**config.mk**
```make
export PLATFORM = sky130hd
export DESIGN_NAME = ascii_ppm_p3_parser_core
export DESIGN_NICKNAME = d
export VERILOG_FILES = /design/src/hdl/appm_pkg.sv /design/src/hdl/appm_front.sv /design/src/hdl/appm_queue.sv /design/src/hdl/appm_norm.sv /design/src/hdl/ascii_ppm_p3_parser_core.sv
export SDC_FILE = /design/constraint.sdc
export NUM_CORES = 2
export LEC_CHECK = 0
export BUFFER_PORTS_ARGS = -buffer_cell sky130_fd_sc_hd__clkbuf_2
export CAP_MARGIN = 10
export CORE_MARGIN = 2
export CORE_UTILIZATION = 58
export CTS_CLUSTER_DIAMETER = 120
export DETAILED_ROUTE_END_ITERATION = 7
export GPL_TIMING_DRIVEN = 0
export PLACE_DENSITY = 0.89
export SKIP_CTS_REPAIR_TIMING = 1
export SYNTH_ARGS = -nofsm -noshare
export SYNTH_HDL_FRONTEND = slang
export SYNTH_SLANG_ARGS = --single-unit
```
**constraint.sdc**
```tcl
create_clock -name clk_i -period 12.29 [get_ports clk_i]
set_input_delay 1.229 -clock clk_i [delete_from_list [all_inputs] [get_ports clk_i]]
set_output_delay 1.229 -clock clk_i [all_outputs]
set_load 0.005 [all_outputs]
```
**src/hdl/appm_pkg.sv**
```systemverilog
// package for the ascii ppm p3 parser: result kinds, error codes, phases
// no dependencies
package appm_pkg;

  localparam int unsigned MaxDim      = 4096;
  localparam int unsigned MaxSample   = 65535;
  localparam int unsigned NumLimit    = 65535;
  localparam int unsigned PixelLimit  = 16777216;
  localparam int unsigned QueueDepth  = 2;

  typedef enum logic [1:0] {
    KIND_HEADER = 2'd0,
    KIND_PIXEL  = 2'd1,
    KIND_ERROR  = 2'd2
  } kind_e;

  typedef enum logic [2:0] {
    ERR_NONE      = 3'd0,
    ERR_MAGIC     = 3'd1,
    ERR_HDR_NUM   = 3'd2,
    ERR_SIZE      = 3'd3,
    ERR_ZERO_MAX  = 3'd4,
    ERR_SAMPLE    = 3'd5,
    ERR_TRUNCATED = 3'd6
  } err_e;

  typedef enum logic [8:0] {
    PH_MAGIC  = 9'b000000001,
    PH_WIDTH  = 9'b000000010,
    PH_HEIGHT = 9'b000000100,
    PH_MAXVAL = 9'b000001000,
    PH_RED    = 9'b000010000,
    PH_GREEN  = 9'b000100000,
    PH_BLUE   = 9'b001000000,
    PH_DONE   = 9'b010000000,
    PH_ERROR  = 9'b100000000
  } phase_e;

  // one result as it leaves the front end; samples not yet normalized
  typedef struct packed {
    kind_e       kind;
    err_e        code;
    logic [15:0] red;
    logic [15:0] green;
    logic [15:0] blue;
    logic [15:0] maxval;
    logic [12:0] width;
    logic [12:0] height;
    logic        last;
  } job_t;

  localparam logic [7:0] ChP    = 8'h50;
  localparam logic [7:0] Ch3    = 8'h33;
  localparam logic [7:0] ChHash = 8'h23;
  localparam logic [7:0] ChLf   = 8'h0A;
  localparam logic [7:0] Ch0    = 8'h30;
  localparam logic [7:0] Ch9    = 8'h39;

  localparam logic [0:0] CfgMaxDim = 1'b0;
  localparam logic [0:0] CfgMaxPix = 1'b1;

endpackage

```
**src/hdl/appm_front.sv**
```systemverilog
// front end: tokenizer and header/sample checker, one character per cycle while the queue has room
// depends on appm_pkg
module appm_front import appm_pkg::*; (
  input  logic        clk_i,
  input  logic        rst_ni,
  input  logic        in_valid_i,
  output logic        in_ready_o,
  input  logic [7:0]  char_code_i,
  input  logic        end_of_text_i,
  input  logic [12:0] max_dim_i,
  input  logic [24:0] max_pix_i,
  output logic        job_valid_o,
  input  logic        job_ready_i,
  output job_t        job_o
);

  phase_e      phase_q, phase_d;
  logic        in_comment_q, in_comment_d;
  logic        in_token_q, in_token_d;
  logic [16:0] accum_q, accum_d;
  logic        invalid_q, invalid_d;
  logic [1:0]  magic_q, magic_d;
  logic [15:0] width_q, width_d, height_q, height_d, maxval_q, maxval_d;
  logic [15:0] red_q, red_d, green_q, green_d;
  logic [23:0] left_q, left_d;
  // text ended inside a token: that token is closed once the queue has room
  logic        eot_q, eot_d;

  logic        is_space, is_digit, fire;
  logic        emit;
  job_t        job;
  logic [20:0] acc_x10;
  logic [3:0]  digit;
  logic [31:0] count;
  logic        size_bad;

  assign fire = in_valid_i && in_ready_o;
  assign in_ready_o = job_ready_i && !eot_q;
  assign is_space = (char_code_i == 8'h20) ||
                    (char_code_i >= 8'h09 && char_code_i <= 8'h0D);
  assign is_digit = (char_code_i >= Ch0) && (char_code_i <= Ch9);
  assign digit = 4'(char_code_i - Ch0);
  assign acc_x10 = {1'b0, accum_q, 3'b000} + {3'b000, accum_q, 1'b0} + {17'd0, digit};

  // size check on width and the height token being closed
  assign count = {16'd0, width_q} * {16'd0, accum_q[15:0]};
  assign size_bad = (width_q == 16'd0) || (accum_q[15:0] == 16'd0) ||
                    (width_q > {3'd0, max_dim_i}) || (accum_q[15:0] > {3'd0, max_dim_i}) ||
                    (width_q > 16'(MaxDim)) || (accum_q[15:0] > 16'(MaxDim)) ||
                    (count > {7'd0, max_pix_i}) || (count > PixelLimit);

  // main parser
  always_comb begin
    logic        tok_ok;
    logic        do_finish;
    logic        do_eot;
    logic        tok_char;
    phase_d = phase_q; in_comment_d = in_comment_q; in_token_d = in_token_q;
    accum_d = accum_q; invalid_d = invalid_q; magic_d = magic_q;
    width_d = width_q; height_d = height_q; maxval_d = maxval_q;
    red_d = red_q; green_d = green_q; left_d = left_q; eot_d = eot_q;
    emit = 1'b0;
    job = '0;
    job.maxval = maxval_q;
    tok_ok = 1'b0;
    do_finish = 1'b0;
    do_eot = 1'b0;
    tok_char = 1'b0;

    if (eot_q) begin
      if (job_ready_i) begin
        do_finish = 1'b1;
        do_eot = 1'b1;
      end
    end else if (fire) begin
      if (phase_q != PH_DONE && phase_q != PH_ERROR) begin
        if (in_comment_q) begin
          if (char_code_i == ChLf) in_comment_d = 1'b0;
        end else if (is_space) begin
          do_finish = in_token_q;
        end else if (!in_token_q && char_code_i == ChHash) begin
          in_comment_d = 1'b1;
        end else begin
          in_token_d = 1'b1;
          tok_char = 1'b1;
          if (phase_q == PH_MAGIC) begin
            if (magic_q == 2'd0 && char_code_i == ChP) magic_d = 2'd1;
            else if (magic_q == 2'd1 && char_code_i == Ch3) magic_d = 2'd2;
            else invalid_d = 1'b1;
          end else if (!is_digit) begin
            invalid_d = 1'b1;
          end else if (!invalid_q) begin
            if (acc_x10 > 21'(NumLimit)) invalid_d = 1'b1;
            else accum_d = acc_x10[16:0];
          end
        end
      end
      if (end_of_text_i) begin
        if (tok_char) eot_d = 1'b1;
        else do_eot = 1'b1;
      end
    end

    // finish token
    if (do_finish) begin
      tok_ok = !invalid_q;
      in_token_d = 1'b0; accum_d = '0; invalid_d = 1'b0;
      unique case (phase_q)
        PH_MAGIC: begin
          magic_d = 2'd0;
          if (tok_ok && magic_q == 2'd2) phase_d = PH_WIDTH;
          else begin
            emit = 1'b1; job.kind = KIND_ERROR; job.code = ERR_MAGIC;
            phase_d = PH_ERROR;
          end
        end
        PH_WIDTH: begin
          if (!tok_ok) begin
            emit = 1'b1; job.kind = KIND_ERROR; job.code = ERR_HDR_NUM;
            phase_d = PH_ERROR;
          end else begin
            width_d = accum_q[15:0]; phase_d = PH_HEIGHT;
          end
        end
        PH_HEIGHT: begin
          if (!tok_ok) begin
            emit = 1'b1; job.kind = KIND_ERROR; job.code = ERR_HDR_NUM;
            phase_d = PH_ERROR;
          end else begin
            height_d = accum_q[15:0];
            if (size_bad) begin
              emit = 1'b1; job.kind = KIND_ERROR; job.code = ERR_SIZE;
              phase_d = PH_ERROR;
            end else begin
              left_d = 24'(count - 32'd1);
              phase_d = PH_MAXVAL;
            end
          end
        end
        PH_MAXVAL: begin
          if (!tok_ok || accum_q > 17'(MaxSample)) begin
            emit = 1'b1; job.kind = KIND_ERROR; job.code = ERR_HDR_NUM;
            phase_d = PH_ERROR;
          end else if (accum_q == 17'd0) begin
            emit = 1'b1; job.kind = KIND_ERROR; job.code = ERR_ZERO_MAX;
            phase_d = PH_ERROR;
          end else begin
            maxval_d = accum_q[15:0];
            emit = 1'b1; job.kind = KIND_HEADER;
            job.width = width_q[12:0]; job.height = height_q[12:0];
            phase_d = PH_RED;
          end
        end
        PH_RED, PH_GREEN, PH_BLUE: begin
          if (!tok_ok || accum_q > {1'b0, maxval_q}) begin
            emit = 1'b1; job.kind = KIND_ERROR; job.code = ERR_SAMPLE;
            phase_d = PH_ERROR;
          end else if (phase_q == PH_RED) begin
            red_d = accum_q[15:0]; phase_d = PH_GREEN;
          end else if (phase_q == PH_GREEN) begin
            green_d = accum_q[15:0]; phase_d = PH_BLUE;
          end else begin
            emit = 1'b1; job.kind = KIND_PIXEL;
            job.red = red_q; job.green = green_q; job.blue = accum_q[15:0];
            if (left_q == 24'd0) begin
              job.last = 1'b1; phase_d = PH_DONE;
            end else begin
              left_d = left_q - 24'd1; phase_d = PH_RED;
            end
          end
        end
        default: ;
      endcase
    end

    // end of text: truncation error unless finished or failed
    if (do_eot) begin
      if (phase_d != PH_DONE && phase_d != PH_ERROR) begin
        emit = 1'b1; job = '0; job.kind = KIND_ERROR; job.code = ERR_TRUNCATED;
      end
      phase_d = PH_MAGIC; in_comment_d = 1'b0; in_token_d = 1'b0;
      accum_d = '0; invalid_d = 1'b0; magic_d = '0; width_d = '0;
      height_d = '0; maxval_d = '0; red_d = '0; green_d = '0; left_d = '0;
      eot_d = 1'b0;
    end
  end

  always_ff @(posedge clk_i or negedge rst_ni) begin
    if (!rst_ni) begin
      phase_q <= PH_MAGIC; in_comment_q <= 1'b0; in_token_q <= 1'b0;
      accum_q <= '0; invalid_q <= 1'b0; magic_q <= '0; width_q <= '0;
      height_q <= '0; maxval_q <= '0; red_q <= '0; green_q <= '0;
      left_q <= '0; eot_q <= 1'b0;
    end else begin
      phase_q <= phase_d; in_comment_q <= in_comment_d; in_token_q <= in_token_d;
      accum_q <= accum_d; invalid_q <= invalid_d; magic_q <= magic_d;
      width_q <= width_d; height_q <= height_d; maxval_q <= maxval_d;
      red_q <= red_d; green_q <= green_d; left_q <= left_d; eot_q <= eot_d;
    end
  end

  assign job_valid_o = emit;
  assign job_o = job;

endmodule

```
**src/hdl/appm_queue.sv**
```systemverilog
// short queue between the front end and the normalizer
// depends on appm_pkg
module appm_queue import appm_pkg::*; (
  input  logic clk_i,
  input  logic rst_ni,
  input  logic push_i,
  input  job_t push_data_i,
  output logic has_room_o,
  output logic pop_valid_o,
  input  logic pop_i,
  output job_t pop_data_o
);

  localparam int unsigned PtrW = $clog2(QueueDepth);

  job_t            mem_q [QueueDepth];
  logic [PtrW-1:0] wr_q, rd_q;
  logic [PtrW:0]   cnt_q;

  assign has_room_o  = cnt_q < (PtrW+1)'(QueueDepth);
  assign pop_valid_o = cnt_q != '0;
  assign pop_data_o  = mem_q[rd_q];

  // storage
  always_ff @(posedge clk_i) begin
    if (push_i) mem_q[wr_q] <= push_data_i;
  end

  // pointers
  always_ff @(posedge clk_i or negedge rst_ni) begin
    if (!rst_ni) begin
      wr_q <= '0; rd_q <= '0; cnt_q <= '0;
    end else begin
      if (push_i) wr_q <= wr_q + 1'b1;
      if (pop_i)  rd_q <= rd_q + 1'b1;
      cnt_q <= cnt_q + (PtrW+1)'(push_i) - (PtrW+1)'(pop_i);
    end
  end

endmodule

```
**src/hdl/appm_norm.sv**
```systemverilog
// back end: normalizes a pixel's three samples with one shared radix-2 divider
// depends on appm_pkg
module appm_norm import appm_pkg::*; (
  input  logic        clk_i,
  input  logic        rst_ni,
  input  logic        job_valid_i,
  output logic        job_ready_o,
  input  job_t        job_i,
  output logic        out_valid_o,
  input  logic        out_ready_i,
  output job_t        out_o
);

  typedef enum logic [2:0] {
    NS_IDLE = 3'b001,
    NS_DIV  = 3'b010,
    NS_OUT  = 3'b100
  } nstate_e;

  nstate_e     st_q;
  job_t        job_q;
  logic [1:0]  comp_q;
  logic [4:0]  bit_q;
  logic [32:0] num_q;
  logic [16:0] rem_q;
  logic [31:0] quo_q;
  logic [16:0] trial;
  logic [17:0] rem_sh;
  logic [31:0] quo_n;

  function automatic logic [15:0] nxt_sample(logic [1:0] c, job_t j);
    logic [15:0] s;
    s = (c == 2'd0) ? j.green : j.blue;
    return s;
  endfunction

  assign job_ready_o = (st_q == NS_IDLE);
  assign out_valid_o = (st_q == NS_OUT);
  assign out_o = job_q;

  assign rem_sh = {rem_q, num_q[31]};
  assign trial  = 17'(rem_sh - {2'b0, job_q.maxval});
  assign quo_n  = {quo_q[30:0], rem_sh >= {2'b0, job_q.maxval}};

  // one quotient bit per cycle, 32 bits per component
  always_ff @(posedge clk_i or negedge rst_ni) begin
    if (!rst_ni) begin
      st_q <= NS_IDLE; comp_q <= '0; bit_q <= '0;
    end else begin
      unique case (st_q)
        NS_IDLE: if (job_valid_i) begin
          st_q <= (job_i.kind == KIND_PIXEL) ? NS_DIV : NS_OUT;
          comp_q <= '0; bit_q <= '0;
        end
        NS_DIV: begin
          bit_q <= bit_q + 5'd1;
          if (bit_q == 5'd31) begin
            comp_q <= comp_q + 2'd1;
            if (comp_q == 2'd2) st_q <= NS_OUT;
          end
        end
        NS_OUT: if (out_ready_i) st_q <= NS_IDLE;
        default: st_q <= NS_IDLE;
      endcase
    end
  end

  // datapath
  always_ff @(posedge clk_i) begin
    if (st_q == NS_IDLE && job_valid_i) begin
      job_q <= job_i;
      num_q <= {1'b0, job_i.red, 16'd0} - {17'd0, job_i.red}
               + {18'd0, job_i.maxval[15:1]};
      rem_q <= '0; quo_q <= '0;
    end else if (st_q == NS_DIV) begin
      if (bit_q == 5'd31) begin
        case (comp_q)
          2'd0:    job_q.red   <= (|quo_n[31:16]) ? 16'hFFFF : quo_n[15:0];
          2'd1:    job_q.green <= (|quo_n[31:16]) ? 16'hFFFF : quo_n[15:0];
          default: job_q.blue  <= (|quo_n[31:16]) ? 16'hFFFF : quo_n[15:0];
        endcase
        rem_q <= '0; quo_q <= '0;
        num_q <= {1'b0, nxt_sample(comp_q, job_q), 16'd0}
                 - {17'd0, nxt_sample(comp_q, job_q)}
                 + {18'd0, job_q.maxval[15:1]};
      end else begin
        if (rem_sh >= {2'b0, job_q.maxval}) rem_q <= trial;
        else rem_q <= rem_sh[16:0];
        quo_q <= quo_n;
        num_q <= {num_q[31:0], 1'b0};
      end
    end
  end

endmodule

```
**src/hdl/ascii_ppm_p3_parser_core.sv**
```systemverilog
// ascii ppm p3 parser top level: tokenizer front end, queue, normalizer
// results: the queue entry and the normalizer register lie between the
// deciding character and the output; pixels also pass the serial divider
// throughput: one character per cycle while the queue has room; input
// waits while a cut-off final token closes; each pixel holds the divider
// reset: async active low, parser to magic, limits to 4096 and 16777216
// depends on appm_pkg, appm_front, appm_queue, appm_norm
module ascii_ppm_p3_parser_core import appm_pkg::*; (
  input  logic        clk_i,
  input  logic        rst_ni,
  input  logic        in_valid_i,
  output logic        in_ready_o,
  input  logic [7:0]  char_code_i,
  input  logic        end_of_text_i,
  input  logic        cfg_valid_i,
  output logic        cfg_ready_o,
  input  logic [0:0]  cfg_index_i,
  input  logic [24:0] cfg_data_i,
  output logic        out_valid_o,
  input  logic        out_ready_i,
  output logic [1:0]  result_kind_o,
  output logic [2:0]  error_code_o,
  output logic [15:0] red_o,
  output logic [15:0] green_o,
  output logic [15:0] blue_o,
  output logic [12:0] image_width_o,
  output logic [12:0] image_height_o,
  output logic        last_pixel_o
);

  logic [12:0] max_dim_q;
  logic [24:0] max_pix_q;
  logic        fj_valid, q_room, q_valid, n_ready;
  job_t        fj, qj, nj;

  // configuration registers
  assign cfg_ready_o = 1'b1;
  always_ff @(posedge clk_i or negedge rst_ni) begin
    if (!rst_ni) begin
      max_dim_q <= 13'(MaxDim); max_pix_q <= 25'(PixelLimit);
    end else if (cfg_valid_i) begin
      if (cfg_index_i == CfgMaxDim) max_dim_q <= cfg_data_i[12:0];
      else max_pix_q <= cfg_data_i;
    end
  end

  appm_front u_front (
    .clk_i, .rst_ni, .in_valid_i, .in_ready_o, .char_code_i, .end_of_text_i,
    .max_dim_i(max_dim_q), .max_pix_i(max_pix_q),
    .job_valid_o(fj_valid), .job_ready_i(q_room), .job_o(fj)
  );

  appm_queue u_queue (
    .clk_i, .rst_ni, .push_i(fj_valid), .push_data_i(fj), .has_room_o(q_room),
    .pop_valid_o(q_valid), .pop_i(q_valid && n_ready), .pop_data_o(qj)
  );

  appm_norm u_norm (
    .clk_i, .rst_ni, .job_valid_i(q_valid), .job_ready_o(n_ready), .job_i(qj),
    .out_valid_o, .out_ready_i, .out_o(nj)
  );

  assign result_kind_o  = nj.kind;
  assign error_code_o   = nj.code;
  assign red_o          = (nj.kind == KIND_PIXEL) ? nj.red : '0;
  assign green_o        = (nj.kind == KIND_PIXEL) ? nj.green : '0;
  assign blue_o         = (nj.kind == KIND_PIXEL) ? nj.blue : '0;
  assign image_width_o  = nj.width;
  assign image_height_o = nj.height;
  assign last_pixel_o   = nj.last;

  // a front result is never pushed into a full queue
  assert property (@(posedge clk_i) disable iff (!rst_ni) fj_valid |-> q_room)
    else $error("push into full queue");
  // results carry an error code exactly when they are errors
  assert property (@(posedge clk_i) disable iff (!rst_ni)
    out_valid_o |-> ((result_kind_o == KIND_ERROR) == (error_code_o != ERR_NONE)))
    else $error("error code mismatch");
  // header results always report a nonzero width
  assert property (@(posedge clk_i) disable iff (!rst_ni)
    (out_valid_o && result_kind_o == KIND_HEADER) |-> (image_width_o != 13'd0))
    else $error("header with zero width");

endmodule
```
# Yosys cells after proc, flatten, opt, wreduce, memory -nomap -nowiden
# Memories as Yosys holds them, arrays and structs flattened.
# Index checks and enable logic that the tools add are counted.
totals:
  elab_cells: 378
  in_bits: 40
  memories: 1
  out_inout_bits: 83
  ram_bits: 192
  register_bits: 361
classes:
  n_bitwise: 1
  reduce_logical: 70
  add_sub_neg: 16
  n_eq_ne: 52
  magnitude_cmp: 15
  n_mul: 1
  mux: 189
mem_list:
  columns: ["name", "words", "width", "read_ports", "rd_clocked_by_memory_dff", "write_ports", "line_no", "rtl"]
  rows:
  - ["u_queue.mem_q", 2, 96, 1, 0, 1, "appm_queue.sv:16", "job_t mem_q [QueueDepth];"]
op_table:
  columns: ["operator", "n"]
  rows:
  - ["16-bit 2-to-1 mux", 28]
  - ["48-bit 2-to-1 mux", 7]
  - ["17-bit 2-to-1 mux", 14]
  - ["24-bit 2-to-1 mux", 8]
  - ["96-bit 2-to-1 mux", 2]
  - ["32-bit 2-to-1 mux", 3]
  - ["9-bit 2-to-1 mux", 10]
  - ["26-bit 2-to-1 mux", 3]
  - ["1-bit 2-to-1 mux", 69]
  - ["32-bit by 15-bit adder with 32-bit output", 2]
  - ["32-bit by 16-bit subtractor with 32-bit output", 2]
  - ["53-bit 2-to-1 mux", 1]
  - ["24-bit one-hot mux with 2 select lines", 1]
  - ["24-bit by 1-bit subtractor with 24-bit output (second input constant)", 2]
  - ["9-bit one-hot mux with 5 select lines", 1]
  - ["13-bit 2-to-1 mux", 3]
  - ["2-bit 2-to-1 mux", 17]
  - ["16-bit by 13-bit greater-than comparator with 1-bit output", 2]
  - ["16-bit by 13-bit greater-than comparator with 1-bit output (second input constant)", 2]
  - ["32-bit by 25-bit greater-than comparator with 1-bit output", 1]
  - ["32-bit by 25-bit greater-than comparator with 1-bit output (second input constant)", 1]
  - ["16-bit logical NOT", 2]
  - ["16-bit by 16-bit multiplier with 32-bit output", 1]
  - ["31-bit 2-to-1 mux", 1]
  - ["69 further kinds", 161]

# Logic depth before layout (Yosys ltp)
depth:
  depth_word: 18
  mapped_depth: 38

# By module
# From an unflattened synthesis, not the netlist that was laid out.
unflattened:
  cells_unflattened: 3904
  hier_area_um2: 39590.5
by_module_without_submodules:
  columns: ["mod", "seq_area_each_um2", "instances", "area_per_inst_um2", "cells_per_inst"]
  rows:
  - ["appm_front", 3329.4, 1, 19930.4, 2439]
  - ["appm_norm", 5056.1, 1, 10555.1, 1013]
  - ["appm_queue", 5865.6, 1, 7241.9, 314]
  - ["ascii_ppm_p3_parser_core", 953.4, 1, 1863.0, 138]

# Least setup slack after synthesis
# OpenSTA, ideal clock, no wires.
synth_path:
  kind: "flip-flop to flip-flop"
  start: "register u_front.width_q[5]"
  end: "memory u_queue.mem_q[0][0] (netlist name), enable pin"
  path_stages_with_launch: 35
  setup_ns: 0.583
  synth_period_minus_slack_ns: 13.392
  setup_slack_ns: -1.102
  t_arrival_ns: 12.809
  path_cell_list: "dfrtp_1 -> clkbuf_1 -> clkbuf_1 -> nand2_1 -> fa_1 -> inv_1 -> fa_1 -> inv_1 -> fa_1 -> inv_1 -> fa_1 -> fa_1 -> inv_1 -> fa_1 -> inv_1 -> ha_1 -> a21oi_1 -> o21ai_0 -> a211o_1 -> o31ai_1 -> xor2_1 -> inv_1 -> ha_1 -> nand3_1 -> or4_1 -> nor3_1 -> nand2_1 -> o21a_1 -> a31oi_1 -> o2111ai_1 -> nor4_1 -> nand3_2 -> o32a_1 -> clkbuf_1 -> a21oi_1"
synth_via:
  elab_chain_len: 18
  word_cells_on_any_way: 28
synth_rtl:
  columns: ["element", "line_no", "rtl"]
  rows:
  - ["from (decl)", "appm_front.sv:23", "logic [15:0] width_q, width_d, height_q, height_d, maxval_q, maxval_d;"]
  - ["from (signal assigned)", "appm_front.sv:197", "width_q <= width_d; height_q <= height_d; maxval_q <= maxval_d;"]
  - ["branches (longest 7 deep; another with 16-bit by 16-bit multiplier with 32-bit output)", null, null]
  - ["1-bit logical OR *", "appm_front.sv:50", "(count > {7'd0, max_pix_i}) || (count > PixelLimit);"]
  - ["9-bit 2-to-1 mux", "appm_front.sv:131", "if (size_bad) begin"]
  - ["9-bit 2-to-1 mux", "appm_front.sv:126", "if (!tok_ok) begin"]
  - ["9-bit one-hot mux with 5 select lines", "appm_front.sv:108", "unique case (phase_q)"]
  - ["9-bit 2-to-1 mux", "appm_front.sv:105", "if (do_finish) begin"]
  - ["9-bit by 8-bit inequality test with 1-bit output or 9-bit inequality test (tied branches)", "appm_front.sv:178", "if (phase_d != PH_DONE && phase_d != PH_ERROR) begin"]
  - ["1-bit logical AND", "appm_front.sv:178", null]
  - ["1-bit 2-to-1 mux", "appm_front.sv:178", null]
  - ["1-bit 2-to-1 mux *", "appm_front.sv:177", "if (do_eot) begin"]
  - ["1-bit 2-to-1 mux *", "appm_queue.sv:26", "if (push_i) mem_q[wr_q] <= push_data_i;"]
  - ["1-bit 2-to-1 mux (not written as such) *", "appm_queue.sv:26", null]
  - ["to (decl)", "appm_queue.sv:16", null]
# Mark *: on every way between the ends.

# Final worst setup path
layout_path:
  start: "register u_front.accum_q[9]"
  end: "memory u_queue.mem_q[1][54] (netlist name), enable pin"
layout_via:
  elab_chain_len: 18
  word_cells_on_any_way: 37
layout_rtl:
  columns: ["element", "line_no", "rtl"]
  rows:
  - ["from (decl)", "appm_front.sv:20", "logic [16:0] accum_q, accum_d;"]
  - ["from (signal assigned)", "appm_front.sv:196", "accum_q <= accum_d; invalid_q <= invalid_d; magic_q <= magic_d;"]
  - ["branches (longest 15 deep; another with 16-bit by 16-bit multiplier with 32-bit output)", null, null]
  - ["1-bit 2-to-1 mux *", "appm_front.sv:177", null]
  - ["1-bit 2-to-1 mux *", "appm_queue.sv:26", null]
  - ["1-bit 2-to-1 mux (not written as such) *", "appm_queue.sv:26", null]
# Marked as above.

==> run summary <==
The xor-xnor portion of the synthesized cell area is 0.0239. The number of failing hold endpoints at the final stage came out at 0. The highest achievable clock rate came out at 84.4 MHz.

The dominant combinational cell family by area after synthesis is adder cells. At the later pin of the worst-skew pair, clock insertion delay measures 0.65 ns. The register area share after synthesis is 0.402.

The areal power density over the cells came out at 184 nW/µm². Leaving out fill and tap cells, the most frequent cell in the layout is inv_1. The average detailed-routed wire length per instance came out at 22.4 µm.

The critical path startpoint is u_front.accum_q[9]. The placer congestion estimate came out at 0.996. The kind of cell with the highest combined delay along the critical path is adder cells. The first global-routing pass estimated 168 mm of wire. STA classifies the critical path startpoint as a flip-flop. The placeable core region came out at 64500 µm². Summing over every cut layer, the via total after detailed routing is 30000. The headroom to the max-slew limit came out at 0.150.

The minimum period implied by the final worst setup slack is 11.85 ns. Setup violations remaining at the end of the flow were counted as 0. The hold-critical path depth came out at 2. The top-level port count came out at 123. The clock net sink count came out at 553. The area fraction in compound gates after synthesis is 0.110. The count of synthesis-stage warnings from yosys came out at 0. The min-delay analysis places its worst path in the category reg2reg.

The end point of the critical path is u_queue.mem_q[1][54]. The number of buffers inserted during clock tree synthesis came out at 58. The number of gates on the worst path with buffers counted is 32. The adder-cell area share of the yosys netlist is 0.190. Synthesis produced a netlist with a net count of 4231.

Clock-pin slew was measured on the worst setup and hold paths at 0.06 ns. The total power came out at 7.72 mW. The worst setup skew after layout came out at 0.0203 ns. The initial DRC count is 3479. The worst setup path is captured at a flip-flop. The layout net count came out at 4419.

The die covers 67300 µm². The number of storage elements in the synthesis netlist is 553. The number of port buffers is 121. Setup repair after global routing left no endpoint under its margin.

The fraction of final layout cells with drive strength greater than 1 is 0.102. The number of buffers and inverters on the critical path came out at 6. The die width came out at 259 µm. The overflow left after global routing came out at 0. The worst path arrival time came out at 12.16 ns.

The slack of the worst reg-to-reg path is 0.44 ns. The cell count after synthesis came out at 3735. Among all stages on the critical path, the largest delay is contributed by clkdlybuf4s15_1. Entering global routing, the biggest net connects 108 pins.

Counting distinct cell types in the post-synthesis netlist gives 81. The biggest fanout along the worst timing path came out at 69. The vertical extent of the die is 259 µm. The residual antenna-violating net count after detailed routing came out at 0.

The site row count came out at 93. The average via count per standard cell came out at 6.22. Leaving out fill and tap cells, the most frequent cells in the layout are inv_1 (380), nand2_1 (378), edfxtp_1 (320), and2_1 (266), ha_1 (257). The synthesis-to-layout area growth is 10.8%. The placed wire-length estimate is 78.2 mm. The average instance area after synthesis is 10.1 µm². The worst register-to-register path begins at u_front.accum_q[9].

The portion of the clock cycle consumed by the worst path in the final layout is 0.964. The post-route cell area came out at 41900 µm². Data on the critical path is required at its endpoint by 12.60 ns. At the pin with the least slew margin, the transition time is 1.27 ns. The endpoint identified for the worst register-to-register timing path is u_queue.mem_q[1][54]. The number of detailed-routing iterations run before antenna repair is 7. TritonCTS built the clock tree. The number of maximum-capacitance constraint violations is 0.

The share of synthesized registers carrying an async set or reset came out at 0.335. The worst reg-to-reg path cell count is 32. After synthesis the cells add up to 37800 µm².

The via count of the first global-routing pass is 30200. The total cell area at the placement stage came out at 39600 µm². The initial antenna violation count is 1. The total global routing track utilization came out at 0.324.

The number of max-slew violations in the final report came out at 0. The longest clock path from root to sink contains 3 buffers. The biggest cell delay along the critical path came out at 0.79 ns. The cell that appears most often on the critical path is fa_1. The total leakage power came out at 19.1 nW. The worst-case IR drop observed on VDD is 0.166 mV. For this configuration, the core starts out at a cell density of 0.587. The number of enable-type register cells in the synthesized netlist came out at 320. The clock root buffer is clkbuf_16. Of the total synthesized cell area, the portion taken by AND, OR, NAND and NOR gates is 0.155. The deepest level of the CTS H-tree is 2. The routed wire length is 108 mm.

The flow ran to the end, and the final reports show no timing, DRC or antenna violations. Measured against the total synthesized area, the mux share comes to 0.0553. The prevailing post-synth register cell is edfxtp_1. The residual DRC count is 0. The critical path is of the reg2reg type.
## Yosys cell counts, drive strengths merged (46+ instances only)
library cell,n,area (µm²)
nand2,378,1420
a21oi,182,930
mux2i,121,1210
a22o,46,403
ha,257,3220
nor3,49,245
buf,55,350
fa,199,3980
and2,267,1670
nand3,74,375
xnor2,69,604
inv,380,1430
dfrtp,181,4530
dfxtp,48,961
nor2,191,717
mux2,78,878
clkbuf,161,604
edfxtp,320,9610
o21ai,186,931
## layout make-up
cell class,instances,area (µm²)
Antenna cell,1,2.50
Multi-Input combinational cell,2587,20300
Fill cell,4700,22600
Buffer,215,988
Tap cell,855,1070
Clock buffer,74,1610
Inverter,380,1430
Timing Repair Buffer,128,764
Sequential cell,553,15200
Clock inverter,36,519
## through the flow
stage	std cells	setup slack, ns	hold slack (ns)	setup TNS (ns)	util
after global placement	4711	-2.86	0.457	-457.74	0.613
after global routing	4828	0.218	0.504	0	0.650
final	4829	0.441	0.486	0	0.650
after floorplan	3735	0.825	0.436	0	-
after CTS	4826	-0.0515	0.480	-2.00	0.648
after detailed placement	4716	0.0624	0.463	0	0.615
## worst min-delay path: cells and delay by family (launching register included)
family	cells	cell delay, ns
AO/OA/AOI/OAI	1	0.06
flip-flops	1	0.33
AND/OR/NAND/NOR	1	0.05
## how the worst min path moves through the flow
stage | startpoint | end | slack [ns]
4_1_cts | u_norm.bit_q[3] | u_norm.bit_q[3] | 0.48
3_5_place_dp | u_norm.rem_q[16] | u_norm.rem_q[16] | 0.46
5_1_grt | u_norm.rem_q[2] | u_norm.rem_q[2] | 0.50
3_3_place_gp | u_front.green_q[3] | u_front.green_q[3] | 0.46
2_1_floorplan | u_norm.quo_q[0] | u_norm.quo_q[0] | 0.44
6_report | u_norm.rem_q[7] | u_norm.rem_q[7] | 0.49
## cells by family after synthesis
logic type	after synthesis
AOI/OAI and AO/OA	653
xor gates and xnor gates	103
adders and majority gates	456
buffers and inverters	596
DFF	553
muxes	199
other	1
and+or+nand+nor	1174
## metal layers
layer / vias to the layer above / global-route usage / share of wire
li1: 13200 / - / -
met1: 14400 / 0.390 / 0.36
met2: 1886 / 0.529 / 0.47
met3: 494 / 0.0721 / 0.10
met4: 0 / 0.207 / 0.074
met5: - / 0 / 0
## state kept, by name, indices dropped and copies added, names as in the netlist, 16 cells and up
register          cells
u_norm.num_q         32
u_front.green_q      16
u_front.width_q      16
u_front.maxval_q     16
u_queue.mem_q       192
max_pix_q            25
u_front.accum_q      17
u_front.red_q        16
u_front.left_q       24
u_norm.quo_q         31
u_norm.out_o         96
u_norm.rem_q         17
## where the power goes
| part | switching [mW] | internal [mW] |
|---|---|---|
| clock network | 0.785 | 1.17 |
| registers | 0.188 | 2.63 |
| logic | 1.92 | 1.03 |
| total | 2.90 | 4.82 |
Power figures use the tool's default switching activity.
